File: src/rtl/dbcs_pkg.sv
// Shared types and codes for the double-buffered channel store.
`timescale 1ns / 1ps
`default_nettype none
package dbcs_pkg;

  typedef enum logic [1:0] {
    CMD_RECORD = 2'd0,
    CMD_GET    = 2'd1,
    CMD_RUN    = 2'd2,
    CMD_NONE   = 2'd3
  } cmd_e;

  typedef enum logic [1:0] {
    KIND_GET  = 2'd0,
    KIND_DUMP = 2'd1,
    KIND_DROP = 2'd2,
    KIND_RSVD = 2'd3
  } kind_e;

  localparam int unsigned RunCap = 16;

  typedef struct packed {
    cmd_e        cmd;
    logic [31:0] key;
    logic [63:0] ttag;
    logic [63:0] value;
  } item_t;

endpackage
`default_nettype wire

File: src/rtl/dbcs_in_if.sv
// Command channel: valid/ready with one command as payload.
`timescale 1ns / 1ps
`default_nettype none
interface dbcs_in_if;
  logic        valid;
  logic        ready;
  logic [1:0]  command;
  logic [31:0] channel_id;
  logic [63:0] time_tag;
  logic [63:0] sample_value;

  modport source (output valid, command, channel_id, time_tag, sample_value, input ready);
  modport sink (input valid, command, channel_id, time_tag, sample_value, output ready);
endinterface
`default_nettype wire

File: src/rtl/dbcs_front.sv
// Front end: takes commands, computes the chain slot by reciprocal multiply, queues them.
`timescale 1ns / 1ps
`default_nettype none
module dbcs_front #(
  parameter int unsigned SLOTS    = 16,
  parameter int unsigned HASH_MOD = 16,
  localparam int unsigned SLW     = (SLOTS > 1) ? $clog2(SLOTS) : 1
) (
  input  wire logic  clk_i,
  input  wire logic  rst_ni,
  dbcs_in_if.sink    in_i,
  output logic       push_valid_o,
  input  wire logic  push_ready_i,
  output logic [SLW+$bits(dbcs_pkg::item_t)-1:0] push_data_o
);
  typedef enum logic [1:0] {F_IDLE, F_HASH, F_PUSH} fstate_e;

  // floor((2^32-1)/d): the estimated quotient is at most 2 below the true one
  localparam logic [31:0] RECIP_HASH = 32'(32'hFFFF_FFFF / HASH_MOD);
  localparam logic [31:0] RECIP_SLOT = 32'(32'hFFFF_FFFF / SLOTS);

  fstate_e         state_q;
  dbcs_pkg::item_t item_q;
  logic [31:0]     src_q, rem_q, q_q;
  logic [1:0]      cnt_q;
  logic            phase_q;
  logic [31:0]     divisor, recip, qd, reduced;
  logic [63:0]     prod;
  dbcs_pkg::cmd_e  in_cmd;

  assign in_cmd = dbcs_pkg::cmd_e'(in_i.command);

  // per reduction: estimate quotient, subtract q*d, then two compare-and-subtract steps
  always_comb begin
    divisor = phase_q ? 32'(SLOTS) : 32'(HASH_MOD);
    recip   = phase_q ? RECIP_SLOT : RECIP_HASH;
    prod    = {32'd0, src_q} * {32'd0, recip};
    qd      = q_q * divisor;
    reduced = (rem_q >= divisor) ? rem_q - divisor : rem_q;
  end

  assign in_i.ready   = (state_q == F_IDLE);
  assign push_valid_o = (state_q == F_PUSH);
  assign push_data_o  = {rem_q[SLW-1:0], item_q};

  always_ff @(posedge clk_i or negedge rst_ni) begin
    if (!rst_ni) begin
      state_q <= F_IDLE;
      phase_q <= 1'b0;
      cnt_q   <= 2'd0;
      src_q   <= '0;
      rem_q   <= '0;
      q_q     <= '0;
      item_q  <= '0;
    end else begin
      case (state_q)
        F_IDLE: begin
          if (in_i.valid) begin
            item_q  <= {in_cmd, in_i.channel_id, in_i.time_tag, in_i.sample_value};
            src_q   <= in_i.channel_id;
            rem_q   <= '0;
            cnt_q   <= 2'd0;
            phase_q <= 1'b0;
            if (in_cmd == dbcs_pkg::CMD_RECORD || in_cmd == dbcs_pkg::CMD_GET) begin
              state_q <= F_HASH;
            end else if (in_cmd == dbcs_pkg::CMD_RUN) begin
              state_q <= F_PUSH;
            end
          end
        end
        F_HASH: begin
          cnt_q <= cnt_q + 2'd1;
          case (cnt_q)
            2'd0: q_q <= prod[63:32];
            2'd1: rem_q <= src_q - qd;
            2'd2: rem_q <= reduced;
            default: begin
              if (!phase_q) begin
                phase_q <= 1'b1;
                src_q   <= reduced;
              end else begin
                rem_q   <= reduced;
                state_q <= F_PUSH;
              end
            end
          endcase
        end
        F_PUSH: begin
          if (push_ready_i) state_q <= F_IDLE;
        end
        default: state_q <= F_IDLE;
      endcase
    end
  end
endmodule
`default_nettype wire

File: src/flat_wrapper.sv
// flat-port wrapper written by rule: the top's interface ports become plain ports
module dbcs_front_flat 
#(
  parameter int unsigned SLOTS    = 16,
  parameter int unsigned HASH_MOD = 16,
  localparam int unsigned SLW     = (SLOTS > 1) ? $clog2(SLOTS) : 1
)
  (clk_i, rst_ni, push_valid_o, push_ready_i, push_data_o, in_i_valid, in_i_command, in_i_channel_id, in_i_time_tag, in_i_sample_value, in_i_ready);
  dbcs_in_if in_i_i ();
  input  wire logic clk_i;
  input  wire logic rst_ni;
  output logic push_valid_o;
  input  wire logic push_ready_i;
  output logic [SLW+$bits(dbcs_pkg::item_t)-1:0] push_data_o;
  input wire logic [$bits(in_i_i.valid)-1:0] in_i_valid;
  input wire logic [$bits(in_i_i.command)-1:0] in_i_command;
  input wire logic [$bits(in_i_i.channel_id)-1:0] in_i_channel_id;
  input wire logic [$bits(in_i_i.time_tag)-1:0] in_i_time_tag;
  input wire logic [$bits(in_i_i.sample_value)-1:0] in_i_sample_value;
  output wire logic [$bits(in_i_i.ready)-1:0] in_i_ready;
  assign in_i_i.valid = in_i_valid;
  assign in_i_i.command = in_i_command;
  assign in_i_i.channel_id = in_i_channel_id;
  assign in_i_i.time_tag = in_i_time_tag;
  assign in_i_i.sample_value = in_i_sample_value;
  assign in_i_ready = in_i_i.ready;
  dbcs_front #(.SLOTS(SLOTS), .HASH_MOD(HASH_MOD)) u_core (.clk_i(clk_i), .rst_ni(rst_ni), .in_i(in_i_i), .push_valid_o(push_valid_o), .push_ready_i(push_ready_i), .push_data_o(push_data_o));
endmodule
File: config.mk
export PLATFORM = sky130hd
export DESIGN_NAME = dbcs_front_flat
export DESIGN_NICKNAME = d
export VERILOG_FILES = /design/src/rtl/dbcs_pkg.sv /design/src/rtl/dbcs_in_if.sv /design/src/rtl/dbcs_front.sv /design/src/flat_wrapper.sv
export SDC_FILE = /design/constraint.sdc
export NUM_CORES = 1
export LEC_CHECK = 0
export ABC_AREA = 0
export BUFFER_PORTS_ARGS = -buffer_cell sky130_fd_sc_hd__buf_4
export CAP_MARGIN = 20
export CORE_AREA = 2 2 131 133
export CTS_BUF_LIST = sky130_fd_sc_hd__clkbuf_2
export DETAILED_ROUTE_END_ITERATION = 6
export DIE_AREA = 0 0 133 135
export GPL_TIMING_DRIVEN = 0
export PLACE_DENSITY = 0.73
export SLEW_MARGIN = 25
export SYNTH_ARGS = -nofsm -noshare
export SYNTH_HDL_FRONTEND = slang
export SYNTH_SLANG_ARGS = --single-unit
File: constraint.sdc
create_clock -name clk_i -period 2.4 [get_ports clk_i]
set_clock_uncertainty 0.2 [all_clocks]
set_input_delay 0 -clock clk_i [delete_from_list [all_inputs] [get_ports clk_i]]
set_output_delay 0 -clock clk_i [all_outputs]
set_load 0.01 [all_outputs]
==> metrics.csv, run 1 <==
stage;metric;value;unit
floorplanning;die_h;135;µm
synthesis;syn_inst;398;
synthesis;synth_top_area_share;64.9;%
run_status;stop_stage;4_1_cts;
floorplanning;num_rows;47;
synthesis;syn_area;6750;µm²
placement;dp_hpwl;13.4;mm
synthesis;synth_area_per_cell;17.0;µm²
synthesis;yosysWarnings;0;
run_status;status;aborted with a tool error;
clock_network;post_cts_buffers;0;
floorplanning;io_pins;334;
placement;port_buffers;333;
synthesis;ys_ff_latch;175;
synthesis;seq_area_frac_synth;64.9;%
clock_network;cts-resized-gates;0;
clock_network;clock_path_buffers;2;
clock_network;numCtsBuffers;17;
synthesis;ys_types;20;
floorplanning;start_util;41.2;%
run_status;error_line;[ERROR RSZ-0060] Max buffer count reached.;
floorplanning;die_w;133;µm
clock_network;cts_hold_buf;198;
synthesis;ys_top_cells_by_area;dfrtp_1, mux2_2, buf_6;
synthesis;yosys.area.top_type;dfrtp_1;
clock_network;htree_levels;4;
synthesis;synthesis.nets;567;
clock_network;cts_root_buf;clkbuf_2;
placement;place_congestion;0.782;
clock_network;clock_sinks;175;
-- Yosys cell counts --
cell type / instances
o21bai_1: 1
buf_4: 4
a31oi_1: 1
dfrtp_1: 175
nor3b_2: 1
nor2_1: 4
and4bb_2: 1
a22oi_1: 1
a31o_4: 1
nand2_1: 1
inv_1: 3
ha_1: 3
buf_6: 16
a22o_1: 5
buf_2: 1
nor4bb_1: 1
nand2b_1: 1
mux2_2: 171
o21ai_0: 3
nor2b_1: 4
-- logic make-up after synthesis --
kind of cell | Yosys count | synth area share, %
compound gates | 12 | 1.45
flops | 175 | 64.9
fa+ha+maj | 3 | 0.556
buf+inv | 24 | 3.35
simple gates | 13 | 1.26
mux | 171 | 28.5
-- per-stage QoR --
step | util [%] | std cells | hold WS [ns] | cell area (µm²) | setup WS [ns]
floorplan | - | 398 | -0.496 | 6750 | 0.707
global placement | 58.1 | 951 | 0.0329 | 9530 | 0.223
detailed placement | 58.3 | 952 | -0.157 | 9560 | 0.517
==> inputs of run 2 (changes only) <==
--- a/config.mk
+++ b/config.mk
@@ -8,12 +8,10 @@
 export ABC_AREA = 0
 export BUFFER_PORTS_ARGS = -buffer_cell sky130_fd_sc_hd__buf_4
 export CAP_MARGIN = 20
-export CORE_AREA = 2 2 131 133
-export CTS_BUF_LIST = sky130_fd_sc_hd__clkbuf_2
+export CORE_UTILIZATION = 29
 export DETAILED_ROUTE_END_ITERATION = 6
-export DIE_AREA = 0 0 133 135
 export GPL_TIMING_DRIVEN = 0
-export PLACE_DENSITY = 0.73
+export PLACE_DENSITY_LB_ADDON = 0.15
 export SLEW_MARGIN = 25
 export SYNTH_ARGS = -nofsm -noshare
 export SYNTH_HDL_FRONTEND = slang
==> metrics.csv, run 2 <==
stage;metric;value;unit
placement;place_congestion;0.709;
synthesis;syn_inst;398;
timing;final-max-slew-violation-count;0;
timing;fmax;531;MHz
run_status;status;complete, but fails checks;
placement;dp_hpwl;12.9;mm
layout;antenna_cells;0;
run_status;violations;negative hold slack;
floorplanning;core_area;22700;µm²
timing;holdWs;-0.00783;ns
detailed_routing;num_vias;5170;
clock_network;post_cts_buffers;0;
clock_network;clock_path_buffers;2;
synthesis;yosys.area.top_type;dfrtp_1;
power_and_ir_drop;peakVddDrop;0.547;mV
timing;hold_violations;7;
global_routing;busiest_layer;met2;
layout;drive_gt1_share;60.1;%
detailed_routing;wl;18.7;mm
layout;layout_commonest_cell;buf_4;
floorplanning;start_util;29.7;%
floorplanning;die_h;155;µm
clock_network;cts_tree;yes;
layout;final_nets;1086;
global_routing;grtUsageTotal;15.8;%
worst_setup_path;critPathLaunchType;flop;
synthesis;ys_top_cells_by_area;dfrtp_1, mux2_2, buf_6;
floorplanning;io_pins;334;
timing;fin_setup_tns;0;ns
floorplanning;num_rows;55;
synthesis;ys.flop_type;dfrtp_1;
clock_network;insertion_delay;0.41;ns
synthesis;synthesis.nets;567;
layout;area_delta_synth_final;75.5;%
worst_setup_path;cp.required;2.49;ns
detailed_routing;viasPerCell;4.26;
clock_network;cts-resized-gates;0;
synthesis;syn_area;6750;µm²
hold_path;worstHoldPathType;input port to asynchronous set/reset pin;
global_routing;grt_pass1_wl;29.4;mm
placement;port_buffers;333;
layout;largest_reg_flops;162;
clock_network;htree_levels;4;
timing;fin_crit;1.88;ns
worst_setup_path;crit_fanout;10;
detailed_routing;wl_per_cell;15.4;µm
detailed_routing;drt-pass1-iter-count;4;
global_routing;grt.met2_usage;29.1;%
floorplanning;die_w;155;µm
timing;finalSetupViolations;0;
synthesis;netlist_top_cells_count;dfrtp_1, mux2_2, buf_6, a22o_1;
global_routing;antenna_found_initial;0;
global_routing;grtUsageMet3;3.89;%
synthesis;synth_top_area_share;64.9;%
timing;fin_crit_sh;78.4;%
worst_setup_path;crit_path_end_kind;flop;
detailed_routing;final_antenna_net_count;0;
clock_network;clock_sinks;175;
clock_network;numCtsBuffers;17;
timing;rsz0062_at_grt;false;
synthesis;synth_area_per_cell;17.0;µm²
clock_network;cts_root_buf;clkbuf_16;
global_routing;grt_max_degree;90;
synthesis;ys_ff_latch;175;
global_routing;grt_remaining_overflow;0;
global_routing;met1_usage;17.2;%
placement;dpl-instance-area;9640;µm²
worst_setup_path;worstPathArrival;1.97;ns
timing;relSlewSlack;54.4;%
detailed_routing;drtIter0Drc;116;
floorplanning;fp.dieArea;23900;µm²
power_and_ir_drop;leakagePower;5.50;nW
layout;final_area;11800;µm²
worst_setup_path;critPathKind;flop to flop;
clock_network;path_clk_slew;0.07;ns
timing;worstMarginPinSlew;0.684;ns
job;drv_cap;0;
synthesis;synth_edf_count;0;
power_and_ir_drop;powerDensity;1200;nW/µm²
synthesis;yosysWarnings;0;
layout;mostFrequentLayoutCells;buf_4, dfrtp_1, mux2_2;
synthesis;ys_types;20;
layout;nFillCells;1931;
synthesis;async_flop_share;100;%
synthesis;seq_area_frac_synth;64.9;%
synthesis;yosysMostFrequentCell;dfrtp_1;
detailed_routing;drcViolationCount;0;
global_routing;grt_pass1_vias;5749;
run 2: critical path, cell delays in order, from the launching register on:
cell     delay (ns)
dfrtp_1        0.38
buf_4          0.17
nor3b_2        0.18
buf_4          0.28
buf_6          0.19
mux2_2         0.35
run 2: worst paths after layout:
path | from | to | slack, ns | cells after the start
min in group clk_i | in_i_time_tag[29] | u_core.push_data_o[93] | 0.15 | 3
min reg2reg | u_core.push_data_o[135] | u_core.push_data_o[135] | 0.31 | 1
max reg2reg | u_core.state_q[0] | u_core.push_data_o[74] | 0.52 | 5
min | rst_ni | u_core.push_data_o[46] | -0.008 | 2
max in group asynchronous | rst_ni | u_core.push_data_o[77] | 1.13 | 3
max | u_core.state_q[0] | u_core.push_data_o[74] | 0.52 | 5
run 2: layout make-up:
class / instances / area (µm²) / share of cell area, %
timing repair buffer: 500 / 4200 / 35.4
clock buffer: 18 / 429 / 3.62
sequential: 175 / 4380 / 37.0
buffer: 21 / 215 / 1.82
tap: 285 / 357 / 3.01
inverter: 3 / 11.3 / 0.0950
clock inverter: 12 / 114 / 0.961
multi-input combinational: 199 / 2150 / 18.1
run 2: logic make-up after synthesis:
group | share of synthesized area (%)
AOI/OAI and AO/OA | 1.45
DFF | 64.9
adders and majority gates | 0.556
buffers and inverters | 3.35
muxes | 28.5
and+or+nand+nor | 1.26
run 2: timing repair:
item	in CTS	in global routing
hold buffers	166	0
endpoints found under the hold margin	337	0
endpoints found under the setup margin	0	0
run 2: metal layers:
metal  wire [µm]  vias to the layer above
met3         961                       27
li1            -                     2439
met2       10200                      177
met4         453                        0
met1        7060                     2527
met5           0                        -
run 2: metrics by stage:
stage | hold WS [ns] | cells | setup slack [ns] | power, mW | util (%)
2_1_floorplan | -0.496 | 398 | 0.707 | 8.25 | -
3_3_place_gp | 0.0330 | 1016 | 0.0885 | 11.3 | 42.3
3_5_place_dp | -0.133 | 1017 | 0.497 | 11.4 | 42.5
4_1_cts | 0.00518 | 1213 | 0.479 | 14.4 | 52.2
5_1_grt | 0.0374 | 1213 | 0.421 | 15.0 | 52.2
6_report | -0.00783 | 1213 | 0.517 | 14.2 | 52.2
run 2: power by group:
part | switching, mW | total (mW) | internal, mW | leakage (nW)
logic | 2.51 | 6.31 | 3.80 | 3.19
registers | 0.800 | 5.26 | 4.46 | 2.06
clock network | 1.20 | 2.63 | 1.43 | 0.255
No activity file was read; power rests on OpenSTA's default activity.
