$ cat config.mk
export PLATFORM = sky130hd
export DESIGN_NAME = dbcs_fifo
export DESIGN_NICKNAME = d
export VERILOG_FILES = /design/src/rtl/dbcs_fifo.sv
export SDC_FILE = /design/constraint.sdc
export NUM_CORES = 1
export LEC_CHECK = 0
export ABC_AREA = 1
export BUFFER_PORTS_ARGS = -buffer_cell sky130_fd_sc_hd__buf_2
export CORE_MARGIN = 4
export CORE_UTILIZATION = 53
export DETAILED_ROUTE_END_ITERATION = 7
export GPL_TIMING_DRIVEN = 0
export PLACE_DENSITY = 0.8
export SETUP_SLACK_MARGIN = 0.05
export SYNTH_ARGS = -nofsm -noshare
export SYNTH_HDL_FRONTEND = slang
export SYNTH_SLANG_ARGS = --single-unit
export TNS_END_PERCENT = 5
$ cat constraint.sdc
create_clock -name clk_i -period 3.1 [get_ports clk_i]
set_input_delay 0.31 -clock clk_i [delete_from_list [all_inputs] [get_ports clk_i]]
set_output_delay 0.31 -clock clk_i [all_outputs]
set_load 0.03 [all_outputs]
$ cat src/rtl/dbcs_fifo.sv
// Two-entry queue between the hashing front and the table back end.
`timescale 1ns / 1ps
`default_nettype none
module dbcs_fifo #(
  parameter int unsigned WIDTH = 8
) (
  input  wire logic             clk_i,
  input  wire logic             rst_ni,
  input  wire logic             push_valid_i,
  output logic                  push_ready_o,
  input  wire logic [WIDTH-1:0] push_data_i,
  output logic                  pop_valid_o,
  input  wire logic             pop_ready_i,
  output logic      [WIDTH-1:0] pop_data_o
);
  logic [WIDTH-1:0] buf_q [2];
  logic             wptr_q, rptr_q;
  logic [1:0]       count_q;
  logic             push, pop;

  assign push_ready_o = (count_q != 2'd2);
  assign pop_valid_o  = (count_q != 2'd0);
  assign pop_data_o   = buf_q[rptr_q];
  assign push = push_valid_i && push_ready_o;
  assign pop  = pop_valid_o && pop_ready_i;

  always_ff @(posedge clk_i or negedge rst_ni) begin
    if (!rst_ni) begin
      wptr_q  <= 1'b0;
      rptr_q  <= 1'b0;
      count_q <= 2'd0;
    end else begin
      if (push) wptr_q <= ~wptr_q;
      if (pop)  rptr_q <= ~rptr_q;
      count_q <= count_q + {1'b0, push} - {1'b0, pop};
    end
  end

  always_ff @(posedge clk_i) begin
    if (push) buf_q[wptr_q] <= push_data_i;
  end
endmodule
`default_nettype wire

# --- Yosys cells after proc, flatten, opt, wreduce, memory -nomap -nowiden ---
# Memories as Yosys holds them, arrays and structs flattened.
# Index checks and enable logic that the tools add are counted.
# W data, S select, Z words.
word_totals:
  ff_bits: 4
  ramBits: 16
  input_bits: 12
  wordCells: 14
  n_memories: 1
classes:
  add_sub_neg: 2
  n_eq_ne: 1
  mux: 2
  bitwise: 2
  n_reduce_logical: 3
memory_table:
  columns: ["name", "words", "width", "read_ports", "rd_clocked_by_memory_dff", "wr", "line", "rtl"]
  rows:
  - ["buf_q", 2, 8, 1, 0, 1, "16", "logic [WIDTH-1:0] buf_q [2];"]
op_table:
  columns: ["operator", "count"]
  rows:
  - ["$add A2 B1 Y2", 1]
  - ["$logic_and A1 B1 Y1", 2]
  - ["$mux W1", 2]
  - ["$ne A2 B2 Y1 const B", 1]
  - ["$not A1 Y1", 2]
  - ["$reduce_bool A2 Y1", 1]
  - ["$sub A2 B1 Y2", 1]

# --- Depth between registers and ports, before layout ---
# Gate-level depths: netlist of the first run.
depth:
  word_depth: 4
  ltp_mapped: 10

# --- Worst setup path before layout of the first run ---
# No wires, ideal clock.
synth_timing:
  kind: "register -> register"
  from: "reg count_q[0]"
  to: "reg count_q[1]"
  arrival_ns: 1.308
  required_ns: 2.984
  setup_slack_ns: 1.676
  path_stages_with_launch: 11
  path_buffers: 0
  period_less_slack_ns: 1.424
  cell_sequence: "dfrtp_1 inv_1 nand2_2 nand2_2 inv_1 ha_1 inv_1 ha_1 inv_1 nand2_1 nand2_1"
synth_rtl:
  columns: ["element", "line", "rtl"]
  rows:
  - ["from (decl)", "18", "logic [1:0] count_q;"]
  - ["from (signal assigned)", "35", "count_q <= count_q + {1'b0, push} - {1'b0, pop};"]
  - ["$reduce_bool A2 Y1", "22", "assign pop_valid_o = (count_q != 2'd0);"]
  - ["named net pop_valid_o", "12", "output logic pop_valid_o,"]
  - ["$logic_and A1 B1 Y1", "25", "assign pop = pop_valid_o && pop_ready_i;"]
  - ["named net pop", "19", "logic push, pop;"]
  - ["$sub A2 B1 Y2", "35", null]
# The timed path passes the listed nets, and every way through them passes these cells.
# A chain may end at the register's enable or synchronous reset.

# --- Worst setup path in the final report of the first run ---
layout_timing:
  from: "reg rptr_q"
  to: "out pop_data_o[1]"
layout_via:
  elab_chain_len: 1
layout_lines:
  columns: ["element", "line", "rtl"]
  rows:
  - ["from (decl)", "17", "logic wptr_q, rptr_q;"]
  - ["from (signal assigned)", "34", "if (pop) rptr_q <= ~rptr_q;"]
  - ["$mem_v2 Z2 W8", null, null]
  - ["to (decl)", "14", "output logic [WIDTH-1:0] pop_data_o"]
# No other way between the ends.

==> reports/qor.txt, run 1 <==
Cells after DPL: 110
Total Routed Length: 1.43 mm
Setup Buffers After CTS: 0
Filler cells: 117
Hold_sp: push_data_i[1]
Static Leak: 0.497 nW
Port bufs: 21
Share of cells above drive strength 1: 33.3%
Outcome: finished clean
Peak VDD IR: 0.000753 V
Kind of critical path: reg -> out
Clock-pin slew on the worst setup and hold paths: 0.12 ns
Diodes inserted: 0
Die width: 47.5 um
Flops & latches, synth: 20
Worst Skew: 0.00515 ns
Post-route non-filler standard cell count: 115
Later-pin clock latency in the skew report: 0.30 ns
Setup TNS: 0 ns
Initial Utilization: 55.6%
Dpl cell area: 953 um^2
Rows: 14
RSZ-0062 raised after global routing: false
IO Pins: 22
Nets@finish: 114
CP required: 2.79 ns
Register area share after synthesis: 70.1%
Routability-driven placement congestion ratio: 0.705
Register area: 581 um^2
Tmin final: 1.55 ns
Largest net degree at the start of global routing: 13
# setup viols final: 0
HP Class: in -> reg
Max_slew headroom: 54.6%
Switch share: 40.7%
Final hold viol count: 0
Yosys top cell by area: edfxtp_1
Pint: 640 uW
Synth Flop Type: edfxtp_1
Worst-Margin Slew: 0.678 ns
Sequential share of power: 37.3%
First-pass GRT wire length: 2.13 mm
Share of async-settable or async-resettable flops after synthesis: 20.0%
First-iteration detailed-routing DRC count: 10
Crit end category: output port
Post-synth EDFFs: 16
Post-Syn Nets: 87
Ranking of synthesized cells by area: edfxtp_1 58%, nand2_1 15%, dfrtp_1 12%
Vias in the first global route: 500
Via count: 544
Num CTS Buffers: 3
Core area: 0.00149 mm^2
Overflow after GRT: 0
Initial antenna violation count: 0
Via density per instance: 4.73
Post-route cell area: 0.00102 mm^2
Switching power: 440 uW
Dpl hpwl: 988 um
Average routed wire per standard cell: 12.4 um
Syn Std Cell Area: 828 um^2
Synth cell types: 12
First-pass detailed-route iteration total: 4
Residual DRC count: 0
Crit share post-route: 50.0%
Commonest cells post-synth: 32 x nand2_1, 16 x edfxtp_1, 7 x inv_1, 4 x dfrtp_1, 4 x nand2_2
Min Hold Slack: 0.190 ns
Footprint of the multi-input gates: 200 um^2
Crit Path Max Fanout: 10
Avg Synthesized Cell Area: 11.3 um^2
Clock tree buffer depth: 2
Die H: 47.5 um
Post-route ant nets: 0
Yosys Warn Count: 0
Fmax: 646 MHz
Crit path DAT: 1.24 ns
Combinational power share: 43.1%
Pins Over Slew Limit: 0
Most frequent cell after synthesis: nand2_1
Clk sinks: 20
Area delta synth->final: 22.7%
CTS tree: yes
P per Cell Area: 1060 mW/mm^2
Die area: 0.00226 mm^2
Htree depth: 1
Synth Instances: 73
CTS root buf: clkbuf_4
Worst setup SP type: flip-flop
Clk pwr share: 19.6%
Max-Cap Viols: 0
Synth top area share: 58.0%
GRT Overall Usage: 14.5%
Crit. Startpoint: rptr_q
R2R Path Start: count_q[1]
final timing paths:
path                       cells past startpoint  slack, ns            end
max                                            5       1.55  pop_data_o[1]
min                                            1       0.19    buf_q[1][1]
max reg2reg                                    3       1.61    buf_q[1][6]
min reg2reg                                    2       0.51         wptr_q
max in group asynchronous                      2       2.65         rptr_q
min in group asynchronous                      2       0.33     count_q[0]
stage by stage:
stage	power [mW]	setup WS, ns	util, %
finish	1.08	1.55	68.2
global route	1.15	1.47	68.2
CTS	1.08	1.54	68.2
detailed placement	0.875	1.61	64.0
global placement	0.857	1.62	64.0
floorplan	0.751	1.68	-
per-layer routing:
metal | up-vias | GRT usage [%] | share of wire [%] | wire length, um
li1 | 287 | - | - | -
met1 | 238 | 17.2 | 41 | 580
met2 | 15 | 23.3 | 51 | 735
met3 | 4 | 4.51 | 6.4 | 91
met4 | 0 | 8.06 | 1.5 | 21
met5 | - | 0 | 0 | 0
placed cells by master (no fill, tap or decap):
cell           synthesis  layout
nand2_1               32      32
buf_2                  0      21
edfxtp_1              16      16
inv_1                  7       7
nand2_2                4       4
dfrtp_1                4       4
nand3_1                3       3
clkbuf_4               0       3
ha_1                   2       2
inv_2                  1       1
buf_6                  1       1
inv_4                  1       1
nand2_4                1       1
nor2_1                 1       1
bufinv_16              0       1
dlygate4sd3_1          0       1
power groups by stage:
| stage | clock [mW] | sequential (mW) | combinational [mW] |
|---|---|---|---|
| after detailed placement | 0 | 0.408 | 0.466 |
| after global placement | 0 | 0.404 | 0.453 |
| after floorplan | 0 | 0.401 | 0.349 |
| after CTS | 0.214 | 0.403 | 0.468 |
| final | 0.211 | 0.403 | 0.466 |
| after global routing | 0.225 | 0.409 | 0.517 |
registers in the layout (all words and copies together) (netlist names):
| signal | count |
|---|---|
| buf_q | 16 |
| count_q | 2 |
| rptr_q | 1 |
| wptr_q | 1 |
cell families (layout without fill, tap and decap cells):
| family | after synthesis | after routing | synth area share [%] |
|---|---|---|---|
| simple gates | 41 | 41 | 21.1 |
| buf+inv | 10 | 36 | 5.74 |
| flops | 20 | 20 | 70.1 |
| fa+ha+maj | 2 | 2 | 3.02 |
area by class of cell:
class	count	share of cell area, %
inverter	9	3.57
sequential	20	57.1
timing repair buffer	22	11.3
buffer	1	1.11
tap	16	1.97
multi-input combinational	43	19.7
clock buffer	3	2.22
clock inverter	1	2.96
worst max-delay path: stages (launching register included):
cell	delay, ns
dfrtp_1	0.39
buf_6	0.14
inv_4	0.10
nand2_1	0.06
nand2_1	0.06
buf_2	0.19
timing repair:
item | 4_1_cts | 5_1_grt
hold buffers | 1 | 0
endpoints found under the hold margin | 4 | 0
gates resized for setup | 0 | 0
No activity file was read; power rests on OpenSTA's default activity.
==> inputs of run 2 (changes only) <==
--- a/config.mk
+++ b/config.mk
@@ -5,13 +5,13 @@
 export SDC_FILE = /design/constraint.sdc
 export NUM_CORES = 1
 export LEC_CHECK = 0
-export ABC_AREA = 1
+export ABC_AREA = 0
 export BUFFER_PORTS_ARGS = -buffer_cell sky130_fd_sc_hd__buf_2
 export CORE_MARGIN = 4
-export CORE_UTILIZATION = 53
+export CORE_UTILIZATION = 44
 export DETAILED_ROUTE_END_ITERATION = 7
 export GPL_TIMING_DRIVEN = 0
-export PLACE_DENSITY = 0.8
+export PLACE_DENSITY = 0.72
 export SETUP_SLACK_MARGIN = 0.05
 export SYNTH_ARGS = -nofsm -noshare
 export SYNTH_HDL_FRONTEND = slang
==> constraint.sdc (replaced) <==
create_clock -name clk_i -period 1.3 [get_ports clk_i]
set_input_delay 0.13 -clock clk_i [delete_from_list [all_inputs] [get_ports clk_i]]
set_output_delay 0.13 -clock clk_i [all_outputs]
set_load 0.03 [all_outputs]
==> reports/qor.txt, run 2 <==
Commonest cells post-synth: 16 x edfxtp_1, 8 x mux2_1, 4 x dfrtp_1, 3 x xnor2_1, 2 x ha_1
Share of cells above drive strength 1: 64.4% (+31 points)
Num CTS Buffers: 3 (unchanged)
# setup viols final: 18 (+18)
Max_slew headroom: 72.1% (+17 points)
RSZ-0062 raised after global routing: true
Avg Synthesized Cell Area: 18.4 um^2 (+63%)
Overflow after GRT: 0 (unchanged)
Later-pin clock latency in the skew report: 0.30 ns (about the same)
Synth cell types: 14 (+2)
Most frequent cell after synthesis: edfxtp_1
Static Leak: 0.477 nW (-4.1%)
Worst-Margin Slew: 0.418 ns (-0.260 ns)
Die H: 50.0 um (+5.1%)
Post-route ant nets: 0 (unchanged)
Largest registers: buf_q (16), count_q (2)
Power, Total: 2.90 mW (+170%)
Clk sinks: 20 (unchanged)
Die area: 0.00250 mm^2 (+10%)
P per Cell Area: 2560 mW/mm^2 (+140%)
Yosys top cell by area: edfxtp_1
Min Hold Slack: 0.0124 ns (-0.178 ns)
Violated checks: negative setup slack
CTS tree: yes
Port bufs: 21 (unchanged)
Syn Std Cell Area: 774 um^2 (-6.5%)
Most frequent cells in the layout: 16 x edfxtp_1, 13 x buf_2, 9 x buf_6
Crit Path Max Fanout: 3 (-7)
Crit path cell chain: or2_4 > and2_4 > ha_4 > inv_2 > ha_4 > xnor2_2 > xnor2_1
Synth top area share: 62.0% (+4.0 points)
Largest net degree at the start of global routing: 13 (unchanged)
Footprint of the multi-input gates: 256 um^2 (+28%)
Crit path DAT: 1.85 ns (+0.61 ns)
Worst setup SP type: flip-flop
CTS root buf: clkbuf_4
First-pass GRT wire length: 1.95 mm (-8.4%)
Average routed wire per standard cell: 13.6 um (+9.5%)
Final hold viol count: 0 (unchanged)
IO Pins: 22 (unchanged)
Via density per instance: 4.96 (+4.7%)
First-pass detailed-route iteration total: 2 (-2)
Pins Over Slew Limit: 0 (unchanged)
Dpl hpwl: 874 um (-12%)
Post-Syn Nets: 56 (-36%)
Ranking of synthesized cells by area: edfxtp_1 62%, dfrtp_1 13%, mux2_1 12%
Placement Setup Slack: -0.346 ns (-1.96 ns)
Largest stage delay, worst path: 0.42 ns (+0.03 ns)
Initial antenna violation count: 0 (unchanged)
CP bufs+invs: 1 (-2)
Core area: 0.00158 mm^2 (+5.9%)
Htree depth: 1 (unchanged)
Routability-driven placement congestion ratio: 0.752 (+6.7%)
Register area share after synthesis: 75.0% (+4.9 points)
Filler cells: 97 (-17%)
Register area: 581 um^2 (unchanged)
Crit share post-route: 125%
Peak VDD IR: 0.00171 V (+130%)
PnR worst setup slack: -0.320 ns (-1.87 ns)
Via count: 441 (-19%)
First-iteration detailed-routing DRC count: 2 (-8)
HP Class: in -> reg
Rows: 14 (unchanged)
Synth Instances: 42 (-42%)
GRT Overall Usage: 10.7% (-3.7 points)
Crit path top cell by count: ha_4
Dpl cell area: 907 um^2 (-4.9%)
Synth Flop Type: edfxtp_1
Max-Cap Viols: 0 (unchanged)
Max FFs per register: 16 (unchanged)
Worst Skew: 0.000909 ns (-0.00424 ns)
Fmax: 617 MHz
Share of async-settable or async-resettable flops after synthesis: 20.0% (unchanged)
Commonest non-fill, non-tap cell in the layout: edfxtp_1
Yosys Warn Count: 0 (unchanged)
Tmin final: 1.62 ns
Total Routed Length: 1.21 mm (-15%)
Residual DRC count: 0 (unchanged)
Initial Utilization: 49.1% (-6.5 points)
Diodes inserted: 0 (unchanged)
Top reg by flops: buf_q
Post-route cell area: 0.00113 mm^2 (+11%)
CP required: 1.53 ns (-1.26 ns)
Kind of critical path: reg -> reg
Clock tree buffer depth: 2 (unchanged)
Post-synth EDFFs: 16 (unchanged)
Nets@finish: 88 (-23%)
Post-route core utilization: 71.7% (+3.4 points)
Die width: 50.0 um (+5.1%)
Outcome: finished, violations left
Crit end category: flip-flop
Vias in the first global route: 442 (-12%)
Flops & latches, synth: 20 (unchanged)
Clock-pin slew on the worst setup and hold paths: 0.11 ns (about the same)
Area delta synth->final: 45.9%
Crit-path slowest cell: dfrtp_1
Largest delay share family, worst path: flip-flops
[run 2: cell types whose count changed after synthesis, sizes merged, moves of 3 or more]
cell   previous run  this run
nand2            37         1
mux2              0         8
inv               9         1
xnor2             0         3
nand3             3         0
[run 2: where the power goes]
group | internal, mW | switching, mW
logic | 0.731 | 0.698
registers | 0.897 | 0.0729
clock network | 0.312 | 0.187
[run 2: routing by layer]
metal | vias up | wire length, um | track usage [%]
met5 | - | 0 | 0
met4 | 0 | 14 | 4.15
met3 | 3 | 37 | 2.71
met2 | 9 | 691 | 18.9
met1 | 217 | 466 | 12.3
li1 | 212 | - | -
[run 2: final cells by class]
cell class	count	area share, %
Clock buffer	3	1.99
Clock inverter	1	2.66
Inverter	1	0.332
Timing Repair Buffer	27	18.2
Buffer	1	0.997
Multi-Input combinational cell	20	22.7
Sequential cell	20	51.4
Tap cell	16	1.77
[run 2: final timing paths]
check	startpoint	endpoint	slack (ns)	cells past startpoint
max	count_q[1]	count_q[1]	-0.32	7
min	push_data_i[0]	buf_q[0][0]	0.01	1
max reg2reg	count_q[1]	count_q[1]	-0.32	7
min reg2reg	wptr_q	wptr_q	0.52	1
max in group asynchronous	rst_ni	wptr_q	1.03	2
min in group asynchronous	rst_ni	count_q[0]	0.15	2
[run 2: timing repair]
action	CTS	global route
setup buffers	2	2
setup endpoints to repair	27	28
endpoints found under the hold margin	4	2
hold buffers	1	1
pin swaps	2	4
gates resized for setup	27	5
[run 2: kinds of logic (layout without fill, tap and decap cells)]
| logic type | count (synthesis) | after routing | share of synthesized area, % |
|---|---|---|---|
| muxes | 8 | 8 | 11.6 |
| DFF | 20 | 20 | 75.0 |
| and+or+nand+nor | 6 | 6 | 4.52 |
| adders and majority gates | 2 | 2 | 3.23 |
| xor gates and xnor gates | 4 | 4 | 4.52 |
| buffers and inverters | 2 | 33 | 1.13 |
[run 2: stage by stage]
stage	setup TNS, ns	std cells
6_report	-1.80	89
5_1_grt	-3.53	89
4_1_cts	-3.55	86
3_5_place_dp	-2.61	79
3_3_place_gp	-2.25	79
2_1_floorplan	-1.82	42
==> inputs of run 3 (changes only) <==
--- a/config.mk
+++ b/config.mk
@@ -7,7 +7,6 @@
 export LEC_CHECK = 0
 export ABC_AREA = 0
 export BUFFER_PORTS_ARGS = -buffer_cell sky130_fd_sc_hd__buf_2
-export CORE_MARGIN = 4
 export CORE_UTILIZATION = 44
 export DETAILED_ROUTE_END_ITERATION = 7
 export GPL_TIMING_DRIVEN = 0
==> reports/qor.txt, run 3 (same netlist as run 2, synthesis figures left out) <==
R2r endpoint: count_q[1]
Routability-driven placement congestion ratio: 0.682 (-9.4%)
Crit path DAT: 1.81 ns (-0.04 ns)
Nets@finish: 88 (unchanged)
Tmin final: 1.62 ns (+0.00388 ns)
PnR worst setup slack: -0.324 ns (-0.00388 ns)
Crit end category: flip-flop
Worst setup SP type: flip-flop
Port bufs: 21 (unchanged)
Area delta synth->final: 42.8%
Top reg by flops: buf_q
CTS root buf: clkbuf_4
Core area: 0.00158 mm^2 (unchanged)
R2R Path Start: count_q[1]
First-pass GRT wire length: 2.10 mm (+7.4%)
Peak VDD IR: 0.00155 V (-9.4%)
Worst-Margin Slew: 0.468 ns (+0.0503 ns)
Vias in the first global route: 448 (+1.4%)
First-pass detailed-route iteration total: 6 (+4)
P per Cell Area: 2430 mW/mm^2 (-5.1%)
Post-route non-filler standard cell count: 89 (unchanged)
Max_slew headroom: 68.8% (-3.4 points)
Largest delay share family, worst path: flip-flops
Rows: 14 (unchanged)
Commonest non-fill, non-tap cell in the layout: edfxtp_1
Filler cells: 109 (+12%)
HP Class: in -> reg
Hold_sp: push_data_i[0]
Initial Utilization: 49.1% (unchanged)
Fmax: 616 MHz (-0.24%)
Kind of critical path: reg -> reg
Largest stage delay, worst path: 0.43 ns (about the same)
Clk sinks: 20 (unchanged)
Initial antenna violation count: 0 (unchanged)
Clock tree buffer depth: 2 (unchanged)
Residual DRC count: 0 (unchanged)
Post-route cell area: 0.00111 mm^2 (-2.1%)
Crit Path Max Fanout: 3 (unchanged)
RSZ-0062 raised after global routing: true
Htree depth: 1 (unchanged)
Average routed wire per standard cell: 14.8 um (+8.6%)
GRT Overall Usage: 16.0% (+5.3 points)
Pins Over Slew Limit: 0 (unchanged)
Cells after DPL: 79 (unchanged)
Total Routed Length: 1.32 mm (+8.6%)
Num CTS Buffers: 3 (unchanged)
Static Leak: 0.463 nW (-2.8%)
Die H: 44.0 um (-12%)
Flop2flop setup slack: -0.32 ns (about the same)
Largest registers: buf_q (16), count_q (2)
Outcome: finished, violations left
Crit share post-route: 125% (+0.30 points)
Overflow after GRT: 0 (unchanged)
Crit path top cell by count: ha_4
Die area: 0.00193 mm^2 (-23%)
Crit-path slowest cell: dfrtp_1
Max-Cap Viols: 0 (unchanged)
Share of cells above drive strength 1: 61.6% (-2.7 points)
Via count: 454 (+2.9%)
Die width: 44.0 um (-12%)
Hold EP: buf_q[0][0]
Later-pin clock latency in the skew report: 0.29 ns (about the same)
Diodes inserted: 0 (unchanged)
IO Pins: 22 (unchanged)
Hold path cells: 1 (unchanged)
Dpl cell area: 907 um^2 (unchanged)
CP required: 1.48 ns (-0.05 ns)
Max FFs per register: 16 (unchanged)
Violated checks: negative setup slack
Most frequent cells in the layout: 16 x edfxtp_1, 13 x buf_2, 9 x buf_6
CTS tree: yes
First-iteration detailed-routing DRC count: 10 (+8)
Crit path cell chain: or2_4 > and2_4 > ha_4 > inv_2 > ha_4 > xnor2_2 > xnor2_1
Largest net degree at the start of global routing: 12 (-1)
# setup viols final: 18 (unchanged)
Clock-pin slew on the worst setup and hold paths: 0.10 ns (about the same)
Via density per instance: 5.10 (+2.9%)
Worst Skew: 0.00263 ns (+0.00172 ns)
CP bufs+invs: 1 (unchanged)
Setup TNS: -2.55 ns (-0.749 ns)
Post-route ant nets: 0 (unchanged)
Final hold viol count: 0 (unchanged)
Reg2reg path depth: 7 (unchanged)
Dpl hpwl: 792 um (-9.4%)
==> run 3: worst register-to-register path, cell delays in order, from the launching register on <==
cell     delay [ns]
dfrtp_1        0.43
or2_4          0.25
and2_4         0.15
ha_4           0.25
inv_2          0.04
ha_4           0.15
xnor2_2        0.13
xnor2_1        0.12
==> run 3: what timing repair did <==
action | 4_1_cts | 5_1_grt
hold buffers | 1 | 2
hold endpoints to repair | 4 | 4
gates cloned | 0 | 0
buffers inserted | 3 | 0
endpoints found under the setup margin | 27 | 21
gates resized for setup | 31 | 1
pin swaps | 5 | 2
==> run 3: layer usage <==
metal,vias up,part of all wire [%],global-route usage [%],wire length (um)
li1,216,-,-,-
met1,223,41,17.8,533
met2,13,56,28.1,730
met3,2,2.9,3.75,38
met4,0,0.91,9.09,12
met5,-,0,0,0
==> run 3: final cells by class <==
| type | instances | area, um^2 | share of cell area, % |
|---|---|---|---|
| buffer | 1 | 11.3 | 1.02 |
| clock buffer | 3 | 22.5 | 2.04 |
| clock inverter | 1 | 3.75 | 0.339 |
| inverter | 1 | 3.75 | 0.339 |
| multi-input combinational | 20 | 256 | 23.2 |
| sequential | 20 | 581 | 52.5 |
| tap | 16 | 20.0 | 1.81 |
| timing repair buffer | 27 | 208 | 18.8 |
==> run 3: report_power, final <==
| part | switching, mW | internal (mW) |
|---|---|---|
| Clock | 0.174 | 0.111 |
| Sequential | 0.0800 | 0.897 |
| Combinational | 0.712 | 0.718 |
==> run 3: how the worst max path moves through the flow <==
stage,from,to,slack [ns],cells after the start
after floorplan,count_q[1],count_q[1],-0.35,7
after global placement,count_q[1],count_q[1],-0.33,7
after detailed placement,count_q[1],count_q[1],-0.35,7
after CTS,count_q[1],count_q[1],-0.34,7
after global routing,count_q[1],count_q[1],-0.37,7
final,count_q[1],count_q[1],-0.32,7
==> run 3: per-stage QoR <==
stage	total power [mW]	utilization, %	hold WS (ns)	setup slack (ns)
after floorplan	1.69	-	-0.166	-0.355
after global placement	1.91	57.5	-0.0611	-0.332
after detailed placement	1.93	57.5	-0.0632	-0.346
after CTS	2.67	68.7	0.0152	-0.338
after global routing	2.82	70.2	0.00392	-0.373
final	2.69	70.2	0.0241	-0.324
